**src/bpt_pkg.sv**
```systemverilog
// ----------------------------------------------------------------------------
// bpt_pkg
// Shared types and constants of the bilinear patch tessellator.
// ----------------------------------------------------------------------------
package bpt_pkg;

  localparam int MaxResolution = 64;
  localparam int CoordBits     = 16;
  localparam int IndexBits     = 20;

  localparam int ResW         = 7;
  localparam int StepW        = 17;
  localparam int WeightW      = 17;
  localparam int SubW         = 6;
  localparam int CornerW      = 2;
  localparam int CfgIdxW      = 2;
  localparam int CfgDataW     = 17;
  localparam int QDepth       = 2;
  localparam int VertsPerQuad = 4;
  localparam int NumCorners   = 4;
  localparam int NumFields    = 4;

  localparam logic [WeightW-1:0] WeightOne     = 17'h10000;
  localparam logic [ResW-1:0]    ResolutionRst = 7'd10;
  localparam logic [StepW-1:0]   StepRst       = 17'd6554;

  typedef enum logic [1:0] {
    OP_LOAD    = 2'd0,
    OP_EMIT    = 2'd1,
    OP_RESTART = 2'd2,
    OP_UNUSED  = 2'd3
  } opcode_e;

  typedef enum logic [CfgIdxW-1:0] {
    CFG_RESOLUTION  = 2'd0,
    CFG_WEIGHT_STEP = 2'd1
  } cfg_reg_e;

  typedef enum logic {
    BK_IDLE,
    BK_EMIT
  } back_state_e;

  // command word handed from the front to the back through the queue
  typedef struct packed {
    opcode_e              op;
    logic [CornerW-1:0]   corner;
    logic [WeightW-1:0]   wu0;
    logic [WeightW-1:0]   wu1;
    logic [WeightW-1:0]   wv0;
    logic [WeightW-1:0]   wv1;
  } cmd_ctl_t;

  // tag of one vertex entering the blend pipeline
  typedef struct packed {
    logic valid;
    logic last;
  } issue_t;

endpackage

```
**src/bpt_cmd_fifo.sv**
```systemverilog
// ----------------------------------------------------------------------------
// bpt_cmd_fifo
// Short command queue between the front and the back end.
// ----------------------------------------------------------------------------
module bpt_cmd_fifo import bpt_pkg::*; #(
  parameter int DATA_W = NumFields * CoordBits
) (
  input  logic              clk_i,
  input  logic              rst_ni,
  input  logic              push_i,
  input  cmd_ctl_t          ctl_i,
  input  logic [DATA_W-1:0] data_i,
  input  logic              pop_i,
  output cmd_ctl_t          ctl_o,
  output logic [DATA_W-1:0] data_o,
  output logic              empty_o,
  output logic              full_o
);

  localparam int PtrW = (QDepth > 1) ? $clog2(QDepth) : 1;
  localparam int CntW = $clog2(QDepth + 1);

  cmd_ctl_t          ctl_mem_q  [QDepth];
  logic [DATA_W-1:0] data_mem_q [QDepth];
  logic [PtrW-1:0]   wr_ptr_q, wr_ptr_d, rd_ptr_q, rd_ptr_d;
  logic [CntW-1:0]   cnt_q, cnt_d;

  function automatic logic [PtrW-1:0] ptr_inc(input logic [PtrW-1:0] p);
    if (p == PtrW'(QDepth - 1)) begin
      return '0;
    end
    return p + PtrW'(1);
  endfunction

  always_comb begin
    wr_ptr_d = push_i ? ptr_inc(wr_ptr_q) : wr_ptr_q;
    rd_ptr_d = pop_i  ? ptr_inc(rd_ptr_q) : rd_ptr_q;
    cnt_d    = cnt_q;
    if (push_i && !pop_i) begin
      cnt_d = cnt_q + CntW'(1);
    end else if (pop_i && !push_i) begin
      cnt_d = cnt_q - CntW'(1);
    end
  end

  always_ff @(posedge clk_i or negedge rst_ni) begin
    if (!rst_ni) begin
      wr_ptr_q <= '0;
      rd_ptr_q <= '0;
      cnt_q    <= '0;
    end else begin
      wr_ptr_q <= wr_ptr_d;
      rd_ptr_q <= rd_ptr_d;
      cnt_q    <= cnt_d;
    end
  end

  always_ff @(posedge clk_i) begin
    if (push_i) begin
      ctl_mem_q[wr_ptr_q]  <= ctl_i;
      data_mem_q[wr_ptr_q] <= data_i;
    end
  end

  assign ctl_o   = ctl_mem_q[rd_ptr_q];
  assign data_o  = data_mem_q[rd_ptr_q];
  assign empty_o = (cnt_q == '0);
  assign full_o  = (cnt_q == CntW'(QDepth));

  a_no_overflow: assert property (@(posedge clk_i) disable iff (!rst_ni)
    push_i |-> (cnt_q != CntW'(QDepth)))
    else $error("command queue written while full");

  a_no_underflow: assert property (@(posedge clk_i) disable iff (!rst_ni)
    pop_i |-> (cnt_q != '0))
    else $error("command queue read while empty");

endmodule

```
**config.mk**
```make
export PLATFORM = sky130hd
export DESIGN_NAME = bpt_cmd_fifo
export DESIGN_NICKNAME = d
export VERILOG_FILES = /design/src/bpt_pkg.sv /design/src/bpt_cmd_fifo.sv
export SDC_FILE = /design/constraint.sdc
export NUM_CORES = 1
export LEC_CHECK = 0
export BUFFER_PORTS_ARGS = -buffer_cell sky130_fd_sc_hd__buf_2
export CORE_MARGIN = 4
export CORE_UTILIZATION = 55
export CTS_BUF_LIST = sky130_fd_sc_hd__clkbuf_2 sky130_fd_sc_hd__clkbuf_4 sky130_fd_sc_hd__clkbuf_8
export DETAILED_ROUTE_END_ITERATION = 8
export PLACE_DENSITY_LB_ADDON = 0.15
export SETUP_SLACK_MARGIN = 0.02
export SLEW_MARGIN = 20
export SYNTH_ARGS = -nofsm -noshare
export SYNTH_HDL_FRONTEND = slang
export SYNTH_SLANG_ARGS = --single-unit
```
**constraint.sdc**
```tcl
create_clock -name clk_i -period 11.9 [get_ports clk_i]
set_clock_uncertainty 0.15 [all_clocks]
set_input_delay 1.785 -clock clk_i [delete_from_list [all_inputs] [get_ports clk_i]]
set_output_delay 1.785 -clock clk_i [all_outputs]
set_load 0.01 [all_outputs]
```
==> results list <==
- The finished cells cover 12,400 sq um.
* Die extent in y: 143 microns
* Post-synth net total: 580
- Fraction of layout instances using a drive strength above 1: 61.8%
* Final critical path time including I/O delays and setup: 4.77 ns
- In this run the remaining antenna-violating nets after routing total 0.
- The first global-routing pass estimated 29,400 microns of wire.
* Initial antenna violation count: 2
* NumNets Final: 892
* Die ar.: 20,600 sq um
- Summed over all cells, the static leakage comes to 4.73 nW.
- Worst vdd ir: 0.195 mV
- Power spread over the standard cell area amounts to 233 nW/um^2.
* Clock insertion delay at the later pin of the skew report: 0.51 ns
- For this run the aggregate overflow at the end of global routing stands at 0.
* Maximum fanout encountered on the critical timing path: 55
* Total number of yosys warnings: 0
- Met2 global-route usage: 31.0%
- Critical path type: register to primary output
* Class of the tightest hold or removal check: register to register
- Clock transition at the registers of the reported paths: 0.06 ns
- # Max-Cap Violations: 0
* # setup viols final: 0
- The via count of the first global-routing pass is 5,656.
- Total wire length after detailed routing: 19,800 microns
- CTS placed an instance of clkbuf_8 at the clock tree root.
- Data arrives at the worst endpoint at 2.83 ns.
- Count of TritonRoute iterations in the first routing pass: 4
- The synthesized design contains 276 register bits.
- Max-slew violation count: 0
- Detailed routing inserted a total of 5,176 vias.
- The final critical path takes up 40.1% of the cycle.
* GR Layer Usage met1: 22.8%
- STA classifies the critical path endpoint as a primary output.
* Sequential cell area fraction in the yosys report: 82.0%
- Entering global routing, the biggest net connects 84 pins.
- Clock tree synthesis found a total of 276 sinks.
* Hold-fix buffers at CTS: 0
- Number of buffers inserted by post-CTS setup repair: 0
- Rows: 49
* Effective utilization at floorplan: 56.1%
* Kind of launch point of the worst setup path: register
- DRC violations left: 0
- Synthesis produced a netlist whose cell count is 439.
- Normalized max-slew margin: 30.7%
- Setup TNS after final layout: 0 ns
- 278 I/O pins were placed.
- Using the TritonRoute via totals, the vias-per-cell ratio works out to 5.11.
* Post-cts repair resize count: 0
- Global routing usage summed across all routing layers: 18.7%
- Area of the mapped netlist: 10,100 sq um
* Final routed wire length divided by cell count: 19.6 microns
- The first routing iteration left 272 violations.
- Clock tree from TritonCTS: yes
- CTS built an H-tree with a depth of 2.
* Placed wire-length estimate: 12,900 microns
- GRT busiest layer: met2
- Area grow syn2layout: 23.3%
- Count of unique library cells instantiated by Yosys: 12
* Highest clock frequency the design can meet: 210 MHz
* Final cell utilization of the core: 69.2%
* Count of buffers inserted at the top-level ports: 277
* Setup repair after global routing missed its margin: no
- In this run the cell area measured after placement is 11,600 sq um.
- Die boundary width: 143 microns
- Worst Max-Slew Pin Slew: 1.04 ns
- Number of buffers on the longest clock path: 3
* Gp weighted congestion: 0.764
- Counting the buffers created by CTS gives 43.
* Number of failing hold endpoints at the final stage: 0
- For met3 alone, demand over resource in global routing was 5.99%.
- In this run the standard cell core region covers 18,000 sq um.
* Status: finished clean
- Required arrival time at the worst endpoint: 9.97 ns
- Total power for the finished layout comes to 2.90 mW.
- A synthesized cell averages 23.0 sq um.
-- state kept, by name, summed over array words and instances (netlist names) --
register    count
ctl_mem_q     144
data_mem_q    128
cnt_q           2
rd_ptr_q        1
wr_ptr_q        1
-- worst paths after layout --
path                       startpoint         endpoint  slack [ns]  cells past startpoint
setup / recovery             rd_ptr_q       data_o[45]        7.13                      4
hold / removal               cnt_q[1]         cnt_q[1]        0.35                      1
setup reg to reg             wr_ptr_q  ctl_mem_q[1][8]        9.20                      2
hold reg to reg              cnt_q[1]         cnt_q[1]        0.35                      1
max in group asynchronous      rst_ni         rd_ptr_q       10.55                      1
min in group asynchronous      rst_ni         wr_ptr_q        0.92                      1
-- cells by family after synthesis --
group / synth area share [%]
xor+xnor: 0.434
flops: 82.0
buf+inv: 1.96
fa+ha+maj: 0.124
mux: 15.2
simple gates: 0.261
-- per-stage QoR --
stage          setup slack (ns)  std cells  hold slack [ns]
6_report                   7.13       1012            0.347
3_5_place_dp               7.40        934            0.347
2_1_floorplan              3.43        439            0.303
3_3_place_gp               7.46        934            0.320
4_1_cts                    6.82       1009            0.355
5_1_grt                    6.97       1012            0.373
-- power by group --
part | switching, mW | internal [mW]
registers | 0.0626 | 1.29
clock network | 0.334 | 0.394
logic | 0.441 | 0.375
total | 0.837 | 2.06
-- cell usage in the layout, fill, tap and decap left out, drive strengths merged --
cell type  synthesis  final
inv                1      1
and2               1      1
xor2               4      4
ha                 1      1
nor2b              2      2
clkinv             0     15
dfrtp              4      4
buf                5    282
clkbuf            10     60
diode              0      2
nor2               2      2
edfxtp           272    272
mux2             136    136
xnor2              1      1
-- final cells by class --
type,instances,area (sq um)
Sequential cell,276,8270
Fill cell,1203,5540
Multi-Input combinational cell,147,1620
Timing Repair Buffer,282,1440
Clock buffer,60,732
Tap cell,229,287
Clock inverter,15,58.8
Antenna cell,2,5.00
Inverter,1,3.75
-- cells in the mapped netlist (all sizes together) --
| cell | number | area (sq um) |
|---|---|---|
| edfxtp | 272 | 8170 |
| xnor2 | 1 | 8.76 |
| mux2 | 136 | 1530 |
| inv | 1 | 3.75 |
| buf | 5 | 56.3 |
| xor2 | 4 | 35.0 |
| and2 | 1 | 6.26 |
| nor2b | 2 | 12.5 |
| dfrtp | 4 | 100 |
| ha | 1 | 12.5 |
| nor2 | 2 | 7.51 |
| clkbuf | 10 | 138 |
-- critical path, cell delays in order, from the launching register on --
cell and delay [ns]:
dfrtp_4 0.69, buf_16 0.33, buf_4 0.65, mux2_2 0.44, buf_2 0.15
-- layer usage --
metal  wire [microns]  part of all wire [%]
met5                0                     0
met2            10100                    51
met4              550                   2.8
met3             1680                   8.5
met1             7520                    38
No activity file was read; power rests on OpenSTA's default activity.
