[config.mk]
export PLATFORM = sky130hd
export DESIGN_NAME = bpt_front
export DESIGN_NICKNAME = d
export VERILOG_FILES = /design/src/bpt_pkg.sv /design/src/bpt_front.sv
export SDC_FILE = /design/constraint.sdc
export NUM_CORES = 1
export LEC_CHECK = 0
export BUFFER_PORTS_ARGS = -buffer_cell sky130_fd_sc_hd__buf_2
export CORE_MARGIN = 8
export CORE_UTILIZATION = 40
export CTS_CLUSTER_SIZE = 20
export DETAILED_ROUTE_END_ITERATION = 10
export SLEW_MARGIN = 15
export SYNTH_ARGS = -nofsm -noshare
export SYNTH_HDL_FRONTEND = slang
export SYNTH_SLANG_ARGS = --single-unit
[constraint.sdc]
create_clock -name clk_i -period 28 [get_ports clk_i]
set_clock_uncertainty 0.05 [all_clocks]
set_input_delay 5.6 -clock clk_i [delete_from_list [all_inputs] [get_ports clk_i]]
set_output_delay 5.6 -clock clk_i [all_outputs]
set_load 0.01 [all_outputs]
[src/bpt_pkg.sv]
// ----------------------------------------------------------------------------
// bpt_pkg
// Shared types and constants of the bilinear patch tessellator.
// ----------------------------------------------------------------------------
package bpt_pkg;

  localparam int MaxResolution = 64;
  localparam int CoordBits     = 16;
  localparam int IndexBits     = 20;

  localparam int ResW         = 7;
  localparam int StepW        = 17;
  localparam int WeightW      = 17;
  localparam int SubW         = 6;
  localparam int CornerW      = 2;
  localparam int CfgIdxW      = 2;
  localparam int CfgDataW     = 17;
  localparam int QDepth       = 2;
  localparam int VertsPerQuad = 4;
  localparam int NumCorners   = 4;
  localparam int NumFields    = 4;

  localparam logic [WeightW-1:0] WeightOne     = 17'h10000;
  localparam logic [ResW-1:0]    ResolutionRst = 7'd10;
  localparam logic [StepW-1:0]   StepRst       = 17'd6554;

  typedef enum logic [1:0] {
    OP_LOAD    = 2'd0,
    OP_EMIT    = 2'd1,
    OP_RESTART = 2'd2,
    OP_UNUSED  = 2'd3
  } opcode_e;

  typedef enum logic [CfgIdxW-1:0] {
    CFG_RESOLUTION  = 2'd0,
    CFG_WEIGHT_STEP = 2'd1
  } cfg_reg_e;

  typedef enum logic {
    BK_IDLE,
    BK_EMIT
  } back_state_e;

  // command word handed from the front to the back through the queue
  typedef struct packed {
    opcode_e              op;
    logic [CornerW-1:0]   corner;
    logic [WeightW-1:0]   wu0;
    logic [WeightW-1:0]   wu1;
    logic [WeightW-1:0]   wv0;
    logic [WeightW-1:0]   wv1;
  } cmd_ctl_t;

  // tag of one vertex entering the blend pipeline
  typedef struct packed {
    logic valid;
    logic last;
  } issue_t;

endpackage

[src/bpt_front.sv]
// ----------------------------------------------------------------------------
// bpt_front
// Takes commands, holds the configuration, works out the grid weights of a
// sub-quad and queues the command for the back end.
// ----------------------------------------------------------------------------
module bpt_front import bpt_pkg::*; #(
  parameter int MAX_RESOLUTION = MaxResolution,
  parameter int COORD_BITS     = CoordBits
) (
  input  logic                                      clk_i,
  input  logic                                      rst_ni,
  input  logic                                      start,
  output logic                                      busy,
  input  logic                                      cfg_we_i,
  input  logic [CfgIdxW-1:0]                        cfg_idx_i,
  input  logic [CfgDataW-1:0]                       cfg_data_i,
  input  logic [1:0]                                opcode_i,
  input  logic [CornerW-1:0]                        corner_i,
  input  logic signed [COORD_BITS-1:0]              pos_x_i,
  input  logic signed [COORD_BITS-1:0]              pos_y_i,
  input  logic signed [COORD_BITS-1:0]              tex_u_i,
  input  logic signed [COORD_BITS-1:0]              tex_v_i,
  input  logic [SubW-1:0]                           sub_col_i,
  input  logic [SubW-1:0]                           sub_row_i,
  input  logic                                      full_i,
  output logic                                      push_o,
  output cmd_ctl_t                                  ctl_o,
  output logic [NumFields*COORD_BITS-1:0]           data_o
);

  localparam int RW = ($clog2(MAX_RESOLUTION + 1) > ResW) ? $clog2(MAX_RESOLUTION + 1) : ResW;
  localparam int MW = ResW + StepW;
  localparam int PW = MW + 1;

  logic [ResW-1:0]  res_q, res_d;
  logic [StepW-1:0] step_q, step_d;

  logic [RW-1:0]    res_eff;
  logic [ResW-1:0]  col0, col1, row0, row1;
  logic [MW-1:0]    mcol, mrow;
  logic [PW-1:0]    pc0, pc1, pr0, pr1;
  opcode_e          op;

  function automatic logic [WeightW-1:0] sat_weight(input logic far, input logic [PW-1:0] prod);
    if (far || (prod > PW'(WeightOne))) begin
      return WeightOne;
    end
    return prod[WeightW-1:0];
  endfunction

  function automatic logic at_far(input logic [ResW-1:0] k, input logic [RW-1:0] r);
    return (RW'(k) >= r);
  endfunction

  always_comb begin
    res_d  = res_q;
    step_d = step_q;
    if (cfg_we_i) begin
      case (cfg_idx_i)
        CFG_RESOLUTION:  res_d  = cfg_data_i[ResW-1:0];
        CFG_WEIGHT_STEP: step_d = cfg_data_i[StepW-1:0];
        default: ;
      endcase
    end
  end

  always_ff @(posedge clk_i or negedge rst_ni) begin
    if (!rst_ni) begin
      res_q  <= ResolutionRst;
      step_q <= StepRst;
    end else begin
      res_q  <= res_d;
      step_q <= step_d;
    end
  end

  // clamp resolution to what the block supports
  assign res_eff = (RW'(res_q) > RW'(MAX_RESOLUTION)) ? RW'(MAX_RESOLUTION) : RW'(res_q);

  assign col0 = ResW'(sub_col_i);
  assign col1 = col0 + ResW'(1);
  assign row0 = ResW'(sub_row_i);
  assign row1 = row0 + ResW'(1);

  assign mcol = col0 * step_q;
  assign mrow = row0 * step_q;
  assign pc0  = PW'(mcol);
  assign pr0  = PW'(mrow);
  assign pc1  = pc0 + PW'(step_q);
  assign pr1  = pr0 + PW'(step_q);

  assign op   = opcode_e'(opcode_i);
  assign busy = full_i;

  always_comb begin
    push_o = 1'b0;
    case (op)
      OP_LOAD, OP_EMIT, OP_RESTART: push_o = start && !full_i;
      default: push_o = 1'b0;
    endcase
  end

  always_comb begin
    ctl_o.op     = op;
    ctl_o.corner = corner_i;
    ctl_o.wu0    = sat_weight(at_far(col0, res_eff), pc0);
    ctl_o.wu1    = sat_weight(at_far(col1, res_eff), pc1);
    ctl_o.wv0    = sat_weight(at_far(row0, res_eff), pr0);
    ctl_o.wv1    = sat_weight(at_far(row1, res_eff), pr1);
  end

  assign data_o = {tex_v_i, tex_u_i, pos_y_i, pos_x_i};

endmodule

==> results_dict.tcl <==
set metrics [dict create \
    hold-path-endpoint "res_q[0]" \
    ys_seq_elements 24 \
    cts_sinks 24 \
    fp-row-count 61 \
    cts_resized 0 \
    synth-warning-count 0 \
    cpPeakStageDelay_ns 0.57 \
    drv_cap 0 \
    area_growth_pct 3.59 \
    die_h_um 184 \
    clock_latency_ns 0.25 \
    clockBufferDepth 2 \
    use_met3 0.0115 \
    drv_slew 0 \
    top_usage_layer "met2" \
    start_kind "primary input" \
    hold_ws_ns 0.461 \
    worstHoldPathCells 1 \
    synth_edf_count 0 \
    hold_start "res_q[0]" \
    num_vias 9629 \
    min_period_ns 18.41 \
    register_area_um2 612 \
    slew_headroom 0.302 \
    drt-total-wl_mm 29.8 \
    hold_viol_final 0 \
    cts_buffers 3 \
    grt_pass1_wl_mm 50.4 \
    die_area_um2 33900 \
    fillers 2909 \
    syn_area_um2 11300 \
    vias_per_cell 5.40 \
    synth.distinct_cells 74 \
    hp-class "flop to flop" \
    yosys-top-cells-area "fa_1 22%, ha_1 14%, and2_1 8.8%, inv_1 5.6%, buf_4 4.7%" \
    antenna_cells 0 \
    yosys_most_used_dff "dfrtp_1" \
    synthesis.nets 1765 \
    synth_top_cell_by_area "fa_1" \
    rsz0062_at_grt "no" \
    multi_input_area_um2 9300 \
    path_max_fanout 20 \
    die_x_um 184 \
    drtPass1Iterations 5 \
    drt_iter0_drc 441 \
    critPathKind "primary input to output port" \
    cp.required_ns 22.35 \
    setup_viol 0 \
    io-pin-count 242 \
    core_area_um2 27800 \
    drc 0 \
    avgSynthCellArea_um2 8.00 \
    grt_overflow_total 0 \
    io_buffers 109 \
    r2r_setup_slack_ns 26.73 \
    outcome "finished, final reports clean" \
    synth-async-reset-ratio 1.00 \
    setup_tns_ns 0 \
    fin_crit_sh 0.658 \
    antenna_found_initial 0 \
    synth_cells 1413 \
    slowest_stage "nand4_1" \
    cts_setup_buffers 0 \
    rr_worst_depth 1 \
    final_core_util 0.421 \
    wl_per_cell_um 16.7 \
    met2_usage 0.308 \
    synth_top_cell_area_share 0.220 \
    final_nets 1759 \
    r2r-start "step_q[10]" \
    yosysSeqAreaShare 0.0541 \
    drive_above_1_share 0.116 \
    hpwlAfterDp_mm 23.9 \
    ant_nets 0 \
    cts_tree "done" \
    cp_data_arrival_time_ns 12.76 \
    r2r-end "step_q[10]" \
    cts_max_level 1 \
    tightest_slew_ns 1.05 \
    cts_root_buf "clkbuf_16" \
    path_clk_slew_ns 0.06 \
    max_freq_mhz 54.3 \
    grt_util_all_layers 0.177 \
    end_kind "output port" \
    initial_core_util 0.407 \
    postCtsHoldBufs 0 \
    place_congestion 0.887 \
    grt_pass1_vias 9718 \
    grtUsageMet1 0.243 \
    grt_max_degree 25 \
]
==> synthesized netlist by cell type (12+ instances only) <==
cell type / n
ha_1: 124
nand2_1: 122
clkbuf_1: 47
a21oi_1: 73
and2_1: 159
nor2_1: 49
buf_4: 70
nand3_1: 31
xnor2_1: 43
o21ai_0: 27
and3_1: 25
fa_1: 124
inv_1: 170
xor2_1: 20
mux2_2: 23
a21o_1: 35
dfrtp_1: 15
nor3_1: 38
a211oi_1: 12
==> layout by cell type (no fill, tap or decap), types with 12 or more instances in the layout <==
cell,netlist,routed
o21ai_0,27,27
a211oi_1,12,12
buf_2,9,109
nand2_1,122,122
xnor2_1,43,43
a21oi_1,73,73
nand3_1,31,31
dfrtp_1,15,15
and2_1,159,159
inv_1,170,170
fa_1,124,124
a21o_1,35,35
mux2_2,23,23
nor3_1,38,38
and3_1,25,25
xor2_1,20,20
ha_1,124,124
nor2_1,49,49
==> worst max-delay path, delay by kind of cell <==
kind,cells,cell delay [ns]
AOI/OAI and AO/OA,10,2.35
adders and majority gates,5,2.25
and+or+nand+nor,6,1.92
buffers and inverters,4,0.61
==> kinds of logic after synthesis <==
kind of cell / after synthesis / share of synthesized area
DFF: 24 / 0.0541
buffers and inverters: 296 / 0.123
AOI/OAI and AO/OA: 247 / 0.150
adders and majority gates: 248 / 0.357
and+or+nand+nor: 510 / 0.243
xor gates and xnor gates: 63 / 0.0488
muxes: 25 / 0.0247
==> how the worst max path moves through the flow <==
stage / start / cells past startpoint / endpoint / slack, ns
after floorplan: sub_row_i[3] / 26 / ctl_o[1] / 10.44
after global placement: sub_row_i[5] / 25 / ctl_o[16] / 9.84
after detailed placement: sub_row_i[4] / 25 / ctl_o[1] / 9.60
after CTS: sub_row_i[4] / 25 / ctl_o[1] / 9.59
after global routing: sub_row_i[4] / 25 / ctl_o[1] / 8.91
final: sub_row_i[4] / 25 / ctl_o[16] / 9.59
==> metrics by stage <==
stage | std cells | setup slack (ns) | area (µm²)
final | 1784 | 9.59 | 11700
after global routing | 1784 | 8.91 | 11700
after CTS | 1784 | 9.59 | 11700
after detailed placement | 1780 | 9.60 | 11600
after global placement | 1780 | 9.84 | 11600
after floorplan | 1413 | 10.44 | 11300
==> state kept, by name (all words and copies together) (netlist names) <==
name and flops:
step_q 17, res_q 7
==> area by class of cell <==
type	instances	share of cell area
Timing Repair Buffer	115	0.0505
Clock buffer	4	0.00759
Multi-Input combinational cell	1093	0.795
Tap cell	378	0.0404
Inverter	170	0.0545
Sequential cell	24	0.0523
==> routing by layer <==
metal / share of wire / routed length (µm)
met5: 0 / 0
met3: 0.040 / 1190
met4: 0.010 / 297
met1: 0.47 / 14000
met2: 0.48 / 14400
Power is not shown: default switching activity piles up to over one toggle a cycle in this logic, so the estimate is an artifact.
