[src/bpt_pkg.sv]
// ----------------------------------------------------------------------------
// bpt_pkg
// Shared types and constants of the bilinear patch tessellator.
// ----------------------------------------------------------------------------
package bpt_pkg;

  localparam int MaxResolution = 64;
  localparam int CoordBits     = 16;
  localparam int IndexBits     = 20;

  localparam int ResW         = 7;
  localparam int StepW        = 17;
  localparam int WeightW      = 17;
  localparam int SubW         = 6;
  localparam int CornerW      = 2;
  localparam int CfgIdxW      = 2;
  localparam int CfgDataW     = 17;
  localparam int QDepth       = 2;
  localparam int VertsPerQuad = 4;
  localparam int NumCorners   = 4;
  localparam int NumFields    = 4;

  localparam logic [WeightW-1:0] WeightOne     = 17'h10000;
  localparam logic [ResW-1:0]    ResolutionRst = 7'd10;
  localparam logic [StepW-1:0]   StepRst       = 17'd6554;

  typedef enum logic [1:0] {
    OP_LOAD    = 2'd0,
    OP_EMIT    = 2'd1,
    OP_RESTART = 2'd2,
    OP_UNUSED  = 2'd3
  } opcode_e;

  typedef enum logic [CfgIdxW-1:0] {
    CFG_RESOLUTION  = 2'd0,
    CFG_WEIGHT_STEP = 2'd1
  } cfg_reg_e;

  typedef enum logic {
    BK_IDLE,
    BK_EMIT
  } back_state_e;

  // command word handed from the front to the back through the queue
  typedef struct packed {
    opcode_e              op;
    logic [CornerW-1:0]   corner;
    logic [WeightW-1:0]   wu0;
    logic [WeightW-1:0]   wu1;
    logic [WeightW-1:0]   wv0;
    logic [WeightW-1:0]   wv1;
  } cmd_ctl_t;

  // tag of one vertex entering the blend pipeline
  typedef struct packed {
    logic valid;
    logic last;
  } issue_t;

endpackage

[src/bpt_back.sv]
// ----------------------------------------------------------------------------
// bpt_back
// Carries out queued commands: corner loads, numbering restarts and the
// issue of the four vertices of a sub-quad, one a cycle.
// ----------------------------------------------------------------------------
module bpt_back import bpt_pkg::*; #(
  parameter int COORD_BITS = CoordBits,
  parameter int INDEX_BITS = IndexBits
) (
  input  logic                                                  clk_i,
  input  logic                                                  rst_ni,
  input  logic                                                  empty_i,
  input  cmd_ctl_t                                              ctl_i,
  input  logic [NumFields*COORD_BITS-1:0]                       data_i,
  output logic                                                  pop_o,
  output issue_t                                                issue_o,
  output logic [INDEX_BITS-1:0]                                 number_o,
  output logic [WeightW-1:0]                                    wu_o,
  output logic [WeightW-1:0]                                    wv_o,
  output logic [NumCorners-1:0][NumFields-1:0][COORD_BITS-1:0]  corners_o
);

  localparam int KW = $clog2(VertsPerQuad);
  localparam logic [KW-1:0] KLast = KW'(VertsPerQuad - 1);

  back_state_e              state_q, state_d;
  logic [KW-1:0]            k_q, k_d;
  logic [INDEX_BITS-1:0]    cnt_q, cnt_d;
  logic [WeightW-1:0]       wu0_q, wu1_q, wv0_q, wv1_q;
  logic                     wt_load;
  logic [NumCorners-1:0][NumFields*COORD_BITS-1:0] corner_q, corner_d;
  logic                     can_pop;

  always_comb begin
    state_d      = state_q;
    k_d          = k_q;
    cnt_d        = cnt_q;
    corner_d     = corner_q;
    wt_load      = 1'b0;
    issue_o      = '0;

    case (state_q)
      BK_EMIT: begin
        issue_o.valid = 1'b1;
        issue_o.last  = (k_q == KLast);
        k_d           = k_q + KW'(1);
        cnt_d         = cnt_q + INDEX_BITS'(1);
        if (k_q == KLast) begin
          state_d = BK_IDLE;
        end
      end
      default: ;
    endcase

    // next command is taken while the last vertex of a sub-quad goes out
    can_pop = (state_q == BK_IDLE) || (k_q == KLast);
    pop_o   = can_pop && !empty_i;

    if (pop_o) begin
      case (ctl_i.op)
        OP_LOAD: corner_d[ctl_i.corner] = data_i;
        OP_EMIT: begin
          state_d = BK_EMIT;
          k_d     = '0;
          wt_load = 1'b1;
        end
        OP_RESTART: cnt_d = '0;
        default: ;
      endcase
    end
  end

  always_ff @(posedge clk_i or negedge rst_ni) begin
    if (!rst_ni) begin
      state_q  <= BK_IDLE;
      k_q      <= '0;
      cnt_q    <= '0;
      corner_q <= '0;
    end else begin
      state_q  <= state_d;
      k_q      <= k_d;
      cnt_q    <= cnt_d;
      corner_q <= corner_d;
    end
  end

  always_ff @(posedge clk_i) begin
    if (wt_load) begin
      wu0_q <= ctl_i.wu0;
      wu1_q <= ctl_i.wu1;
      wv0_q <= ctl_i.wv0;
      wv1_q <= ctl_i.wv1;
    end
  end

  // vertex order: u steps fastest, then v
  assign wu_o      = k_q[0] ? wu1_q : wu0_q;
  assign wv_o      = k_q[1] ? wv1_q : wv0_q;
  assign number_o  = cnt_q;
  assign corners_o = corner_q;

  a_quad_four_beats: assert property (@(posedge clk_i) disable iff (!rst_ni)
    (state_q == BK_EMIT && k_q != KLast) |=> (state_q == BK_EMIT))
    else $error("sub-quad issue ended before its fourth vertex");

endmodule

[config.mk]
export PLATFORM = sky130hd
export DESIGN_NAME = bpt_back
export DESIGN_NICKNAME = d
export VERILOG_FILES = /design/src/bpt_pkg.sv /design/src/bpt_back.sv
export SDC_FILE = /design/constraint.sdc
export NUM_CORES = 1
export LEC_CHECK = 0
export ABC_AREA = 1
export BUFFER_PORTS_ARGS = -buffer_cell sky130_fd_sc_hd__buf_2
export CORE_MARGIN = 1
export CORE_UTILIZATION = 43
export CTS_CLUSTER_DIAMETER = 50
export DETAILED_ROUTE_END_ITERATION = 6
export GPL_ROUTABILITY_DRIVEN = 0
export PLACE_DENSITY = 0.7
export SLEW_MARGIN = 15
export SYNTH_ARGS = -nofsm -noshare
export SYNTH_HDL_FRONTEND = slang
export SYNTH_SLANG_ARGS = --single-unit
[constraint.sdc]
create_clock -name clk_i -period 2.8 [get_ports clk_i]
set_input_delay 0.56 -clock clk_i [delete_from_list [all_inputs] [get_ports clk_i]]
set_output_delay 0.56 -clock clk_i [all_outputs]
set_load 0.1 [all_outputs]
==> summary.md, run 1 <==
| Metric | Value |
|---|---|
| Grt met3 use | 5.44% |
| Synth warn | 0 |
| Clock buffer depth | 3 |
| Met2 usage | 37.1% |
| Die Area | 32700 um2 |
| Unrepaired setup endpoints after global routing | false |
| Total congestion overflow | 0 |
| Time the worst path needs with I/O delays and setup | 2.40 ns |
| Clock Sinks | 347 |
| Drt wl/cell | 16.9 um |
| Critical Path RT | 2.24 ns |
| Vias per inst | 4.88 |
| Syn_area_per_cell | 11.6 um2 |
| Gr busiest metal | met2 |
| Die X | 181 um |
| CP Class | reg2out |
| Met1 usage | 26.5% |
| Final core utilization | 55.1% |
| # hold bufs at CTS | 0 |
| Post-CTS sizing | 0 |
| Vias in the first global route | 10190 |
| Initial antenna violation count | 3 |
| Syn Inst Count | 1187 |
| Root Buffer | clkbuf_16 |
| HPWL Detailed | 24.8 mm |
| Worst-path clk slew | 0.06 ns |
| Inserted Clock Buffers | 39 |
| First-pass detailed-route iteration total | 6 |
| Failing checks | DRC |
| # IOs | 452 |
| Total vias in the final route | 10090 |
| Global-route wire length before repair | 56.3 mm |
| Synthesized area | 13700 um2 |
| Drt drc | 1 |
| # rows | 65 |
| Net count after synthesis | 1328 |
| Worst-Margin Slew | 1.04 ns |
| Final Routed Wirelength | 35.0 mm |
| Critical Path Source Type | register |
| Period utilisation layout | 85.6% |
| Critical path capture point type | output pin |
| Max_cap viols | 0 |
| Slew HR | 30.8% |
| CTS tree | built |
| Seq/Total Area, Yosys | 65.6% |
| Die Y | 181 um |
| Distinct cell type count after synthesis | 25 |
| Worst skew pair latency | 0.51 ns |
| Post-layout nets | 1777 |
| Fin Setup TNS | 0 ns |
| Final setup viols | 0 |
| Fin area | 17300 um2 |
| Outcome | finished with violations |
| Peak Freq | 417 MHz |
| Area Overhead vs Synth | 26.1% |
| Port Buffers | 451 |
| Crit path max fanout | 18 |
| Synth Register Bits | 347 |
| Largest net degree at the start of global routing | 79 |
| CP arrival | 1.84 ns |
| Fin. max-slew vios | 0 |
| Global router's overall resource usage | 21.7% |
| Post-DP Area | 16100 um2 |
| Detail Route Antenna Nets | 0 |
| Starting Density | 43.7% |
| Final Skew | 0.0160 ns |
| Buffer count from post-CTS setup fixing | 0 |
| Core Area | 31500 um2 |
| Final Hold Fails | 0 |
| Fraction of layout cells with a size suffix above 1 | 41.6% |
| Initial DRC Count | 502 |
| CTS H-Tree Depth | 2 |
| Worst min path class | in2async |
==> layout make-up <==
cell class              count  area (um2)
inverters                  88         337
fillers                  2756       14100
diodes                      3        7.51
flip-flops and latches    347        9020
clock buffers              53        1090
multi-input cells         689        3790
clock inverters            15        88.8
repair buffers            471        2490
well taps                 402         503
==> cell families (layout without fill, tap and decap cells) <==
family / after synthesis / after routing / share of synthesized area, %
compound gates: 269 / 269 / 13.1
xor+xnor: 3 / 3 / 0.191
fa+ha+maj: 2 / 2 / 0.182
buf+inv: 151 / 627 / 7.12
flops: 347 / 347 / 65.6
mux: 34 / 34 / 2.79
other cells: 0 / 3 / 0
simple gates: 381 / 381 / 11.0
==> critical path, stage by stage (launching register included) <==
cell	delay, ns
dfrtp_1	0.35
buf_4	0.29
mux2_2	0.38
buf_2	0.29
==> worst paths after layout <==
check                              start             to  slack [ns]  depth (start not counted)
setup / recovery                  k_q[0]        wu_o[1]        0.40                          3
hold / removal                    rst_ni  corners_o[17]        0.01                          1
setup reg to reg                  k_q[0]  corners_o[44]        0.66                          9
hold reg to reg            corners_o[56]  corners_o[56]        0.48                          2
max in group asynchronous         rst_ni  corners_o[36]        1.94                          2
min in group clk_i             ctl_i[20]       wv0_q[3]        0.22                          1
==> per-stage QoR <==
step	instances	setup slack (ns)	hold WS (ns)
floorplan	1187	0.358	0.264
global placement	1997	0.634	0.461
detailed placement	1997	0.559	0.464
CTS	2065	0.373	0.0235
global route	2068	0.340	0.0395
finish	2068	0.404	0.0149
==> sequential cells by signal, summed over array words and instances, names as in the netlist <==
| register | flops |
|---|---|
| wu0_q | 17 |
| k_q | 2 |
| number_o | 20 |
| wv0_q | 17 |
| state_q | 1 |
| wv1_q | 17 |
| wu1_q | 17 |
| corners_o | 256 |
==> per-layer routing <==
metal	vias up	part of all wire [%]	routed length (um)
li1	4801	-	-
met1	4820	39	13800
met2	395	50	17400
met3	74	7.6	2660
met4	0	3.2	1120
met5	-	0	0
==> cell usage in the layout, fill, tap and decap left out, types with 41 or more instances in the layout <==
| cell type | n |
|---|---|
| buf_2 | 450 |
| nand2_1 | 301 |
| dfrtp_1 | 279 |
| o21ai_2 | 120 |
| inv_1 | 86 |
| o21ai_0 | 82 |
| edfxtp_1 | 68 |
| o21ai_1 | 57 |
| nor2_1 | 48 |
| clkbuf_16 | 41 |
==> Yosys cell counts <==
| cell type | number | area share [%] |
|---|---|---|
| nand4_2 | 2 | 0.18 |
| nor2_2 | 2 | 0.091 |
| o21ai_2 | 120 | 7.6 |
| inv_4 | 1 | 0.046 |
| edfxtp_1 | 68 | 15 |
| nor3_4 | 1 | 0.12 |
| nand2_1 | 301 | 8.2 |
| nand3_1 | 14 | 0.51 |
| dfrtp_1 | 279 | 51 |
| nand2_2 | 3 | 0.14 |
| inv_1 | 87 | 2.4 |
| nand2_4 | 1 | 0.082 |
| mux2_2 | 34 | 2.8 |
| nor2_1 | 48 | 1.3 |
| buf_4 | 2 | 0.11 |
| a21oi_1 | 10 | 0.36 |
| nor3_1 | 5 | 0.18 |
| o21ai_1 | 57 | 2.1 |
| o21ai_0 | 82 | 3.0 |
| buf_2 | 9 | 0.33 |
| buf_6 | 52 | 4.3 |
| xnor2_1 | 1 | 0.064 |
| ha_1 | 2 | 0.18 |
| nand4_1 | 4 | 0.18 |
| xor2_1 | 2 | 0.13 |
Power of run 1 is left out: the tool's default activity adds up to more than one toggle a clock period on the data nets, which glitch-free logic cannot reach.
==> inputs of run 2 (changes only) <==
--- a/config.mk
+++ b/config.mk
@@ -7,12 +7,12 @@
 export LEC_CHECK = 0
 export ABC_AREA = 1
 export BUFFER_PORTS_ARGS = -buffer_cell sky130_fd_sc_hd__buf_2
-export CORE_MARGIN = 1
-export CORE_UTILIZATION = 43
+export CORE_AREA = 2 2 178 180
 export CTS_CLUSTER_DIAMETER = 50
 export DETAILED_ROUTE_END_ITERATION = 6
+export DIE_AREA = 0 0 180 182
 export GPL_ROUTABILITY_DRIVEN = 0
-export PLACE_DENSITY = 0.7
+export PLACE_DENSITY = 0.72
 export SLEW_MARGIN = 15
 export SYNTH_ARGS = -nofsm -noshare
 export SYNTH_HDL_FRONTEND = slang
==> summary.md, run 2 (same netlist as run 1, synthesis figures left out) <==
| Metric | Value |
|---|---|
| Outcome | complete, no violations |
| Multi-input logic area | 3790 um2 |
| HPWL Detailed | 24.9 mm |
| Initial DRC Count | 587 |
| Worst-Margin Slew | 0.919 ns |
| Area Overhead vs Synth | 26.7% |
| Reg-to-Reg Start | k_q[0] |
| Die Area | 32800 um2 |
| Buffer count from post-CTS setup fixing | 0 |
| First-pass detailed-route iteration total | 5 |
| Worst-path clk slew | 0.06 ns |
| Critical Path Source Type | register |
| Most frequent cells in the layout | buf_2 (450), nand2_1 (301), dfrtp_1 (279) |
| Critical path capture point type | output pin |
| Drt drc | 0 |
| Final Skew | 0.0130 ns |
| CP Class | reg2out |
| Fin. max-slew vios | 0 |
| Inserted Clock Buffers | 39 |
| CP arrival | 1.82 ns |
| Starting Density | 44.4% |
| Period utilisation layout | 85.1% |
| Drt wl/cell | 17.1 um |
| CTS tree | built |
| Commonest non-fill, non-tap cell in the layout | buf_2 |
| Global-route wire length before repair | 55.3 mm |
| Detail Route Antenna Nets | 0 |
| CTS H-Tree Depth | 2 |
| Vias in the first global route | 9650 |
| Clock Sinks | 347 |
| Total congestion overflow | 0 |
| Filler cell count | 2653 |
| # IOs | 452 |
| Fraction of layout cells with a size suffix above 1 | 41.9% |
| Largest net degree at the start of global routing | 129 |
| Max_cap viols | 0 |
| # hold bufs at CTS | 0 |
| Global router's overall resource usage | 21.2% |
| Post-layout nets | 1775 |
| Worst min path class | in2async |
| # rows | 65 |
| Worst r2r path cells | 9 |
| Die X | 180 um |
| Time the worst path needs with I/O delays and setup | 2.38 ns |
| Initial antenna violation count | 3 |
| Total vias in the final route | 9990 |
| Fin Setup TNS | 0 ns |
| Slew HR | 38.7% |
| Final Routed Wirelength | 35.4 mm |
| Max reg flops | 256 |
| Register area | 9020 um2 |
| Post-CTS sizing | 0 |
| Critical Path RT | 2.24 ns |
| Peak Freq | 420 MHz |
| Die Y | 182 um |
| Clock buffer depth | 3 |
| Root Buffer | clkbuf_16 |
| Core Area | 31000 um2 |
| Port Buffers | 451 |
| Unrepaired setup endpoints after global routing | false |
| FF-to-FF End | corners_o[32] |
| Vias per inst | 4.84 |
| Reg2Reg Setup Slack | 0.78 ns |
| Worst skew pair latency | 0.50 ns |
| Crit path max fanout | 18 |
| Final setup viols | 0 |
| Final Hold Fails | 0 |
| Final core utilization | 56.2% |
==> run 2: per-layer routing <==
metal | share of wire (%) | vias to the layer above | track usage [%]
li1 | - | 4790 | -
met1 | 40 | 4742 | 27.4
met2 | 48 | 379 | 34.5
met3 | 7.5 | 79 | 5.11
met4 | 3.9 | 0 | 8.49
met5 | 0 | - | 0
==> run 2: through the flow <==
| step | instance area [um2] | hold WS (ns) | setup WS, ns | instances |
|---|---|---|---|---|
| after floorplan | 13800 | 0.264 | 0.358 | 1187 |
| after global placement | 16100 | 0.461 | 0.749 | 1995 |
| after detailed placement | 16100 | 0.462 | 0.721 | 1995 |
| after CTS | 17400 | 0.0180 | 0.389 | 2062 |
| after global routing | 17400 | 0.0420 | 0.350 | 2064 |
| final | 17400 | 0.00794 | 0.418 | 2065 |
==> run 2: critical path, cell delays in order (launching register included) <==
cell and delay [ns]:
dfrtp_1 0.34, buf_4 0.28, mux2_2 0.38, buf_2 0.30
==> run 2: final cells by class <==
class | count | area share, %
clock inverters | 17 | 1.14
multi-input cells | 689 | 21.8
flip-flops and latches | 347 | 51.8
inverters | 88 | 1.93
clock buffers | 50 | 6.19
repair buffers | 469 | 14.2
diodes | 3 | 0.0431
well taps | 402 | 2.89
==> run 2: worst max path at each step <==
stage                       start  slack [ns]  depth (start not counted)             to
after global placement    empty_i        0.75                          8  corners_o[31]
after detailed placement  empty_i        0.72                          8  corners_o[32]
after global routing       k_q[0]        0.35                          3       wu_o[13]
final                      k_q[0]        0.42                          3       wu_o[13]
after CTS                  k_q[0]        0.39                          3       wu_o[13]
after floorplan            k_q[0]        0.36                          7       wu0_q[0]
Power of run 2 is left out for the same reason.
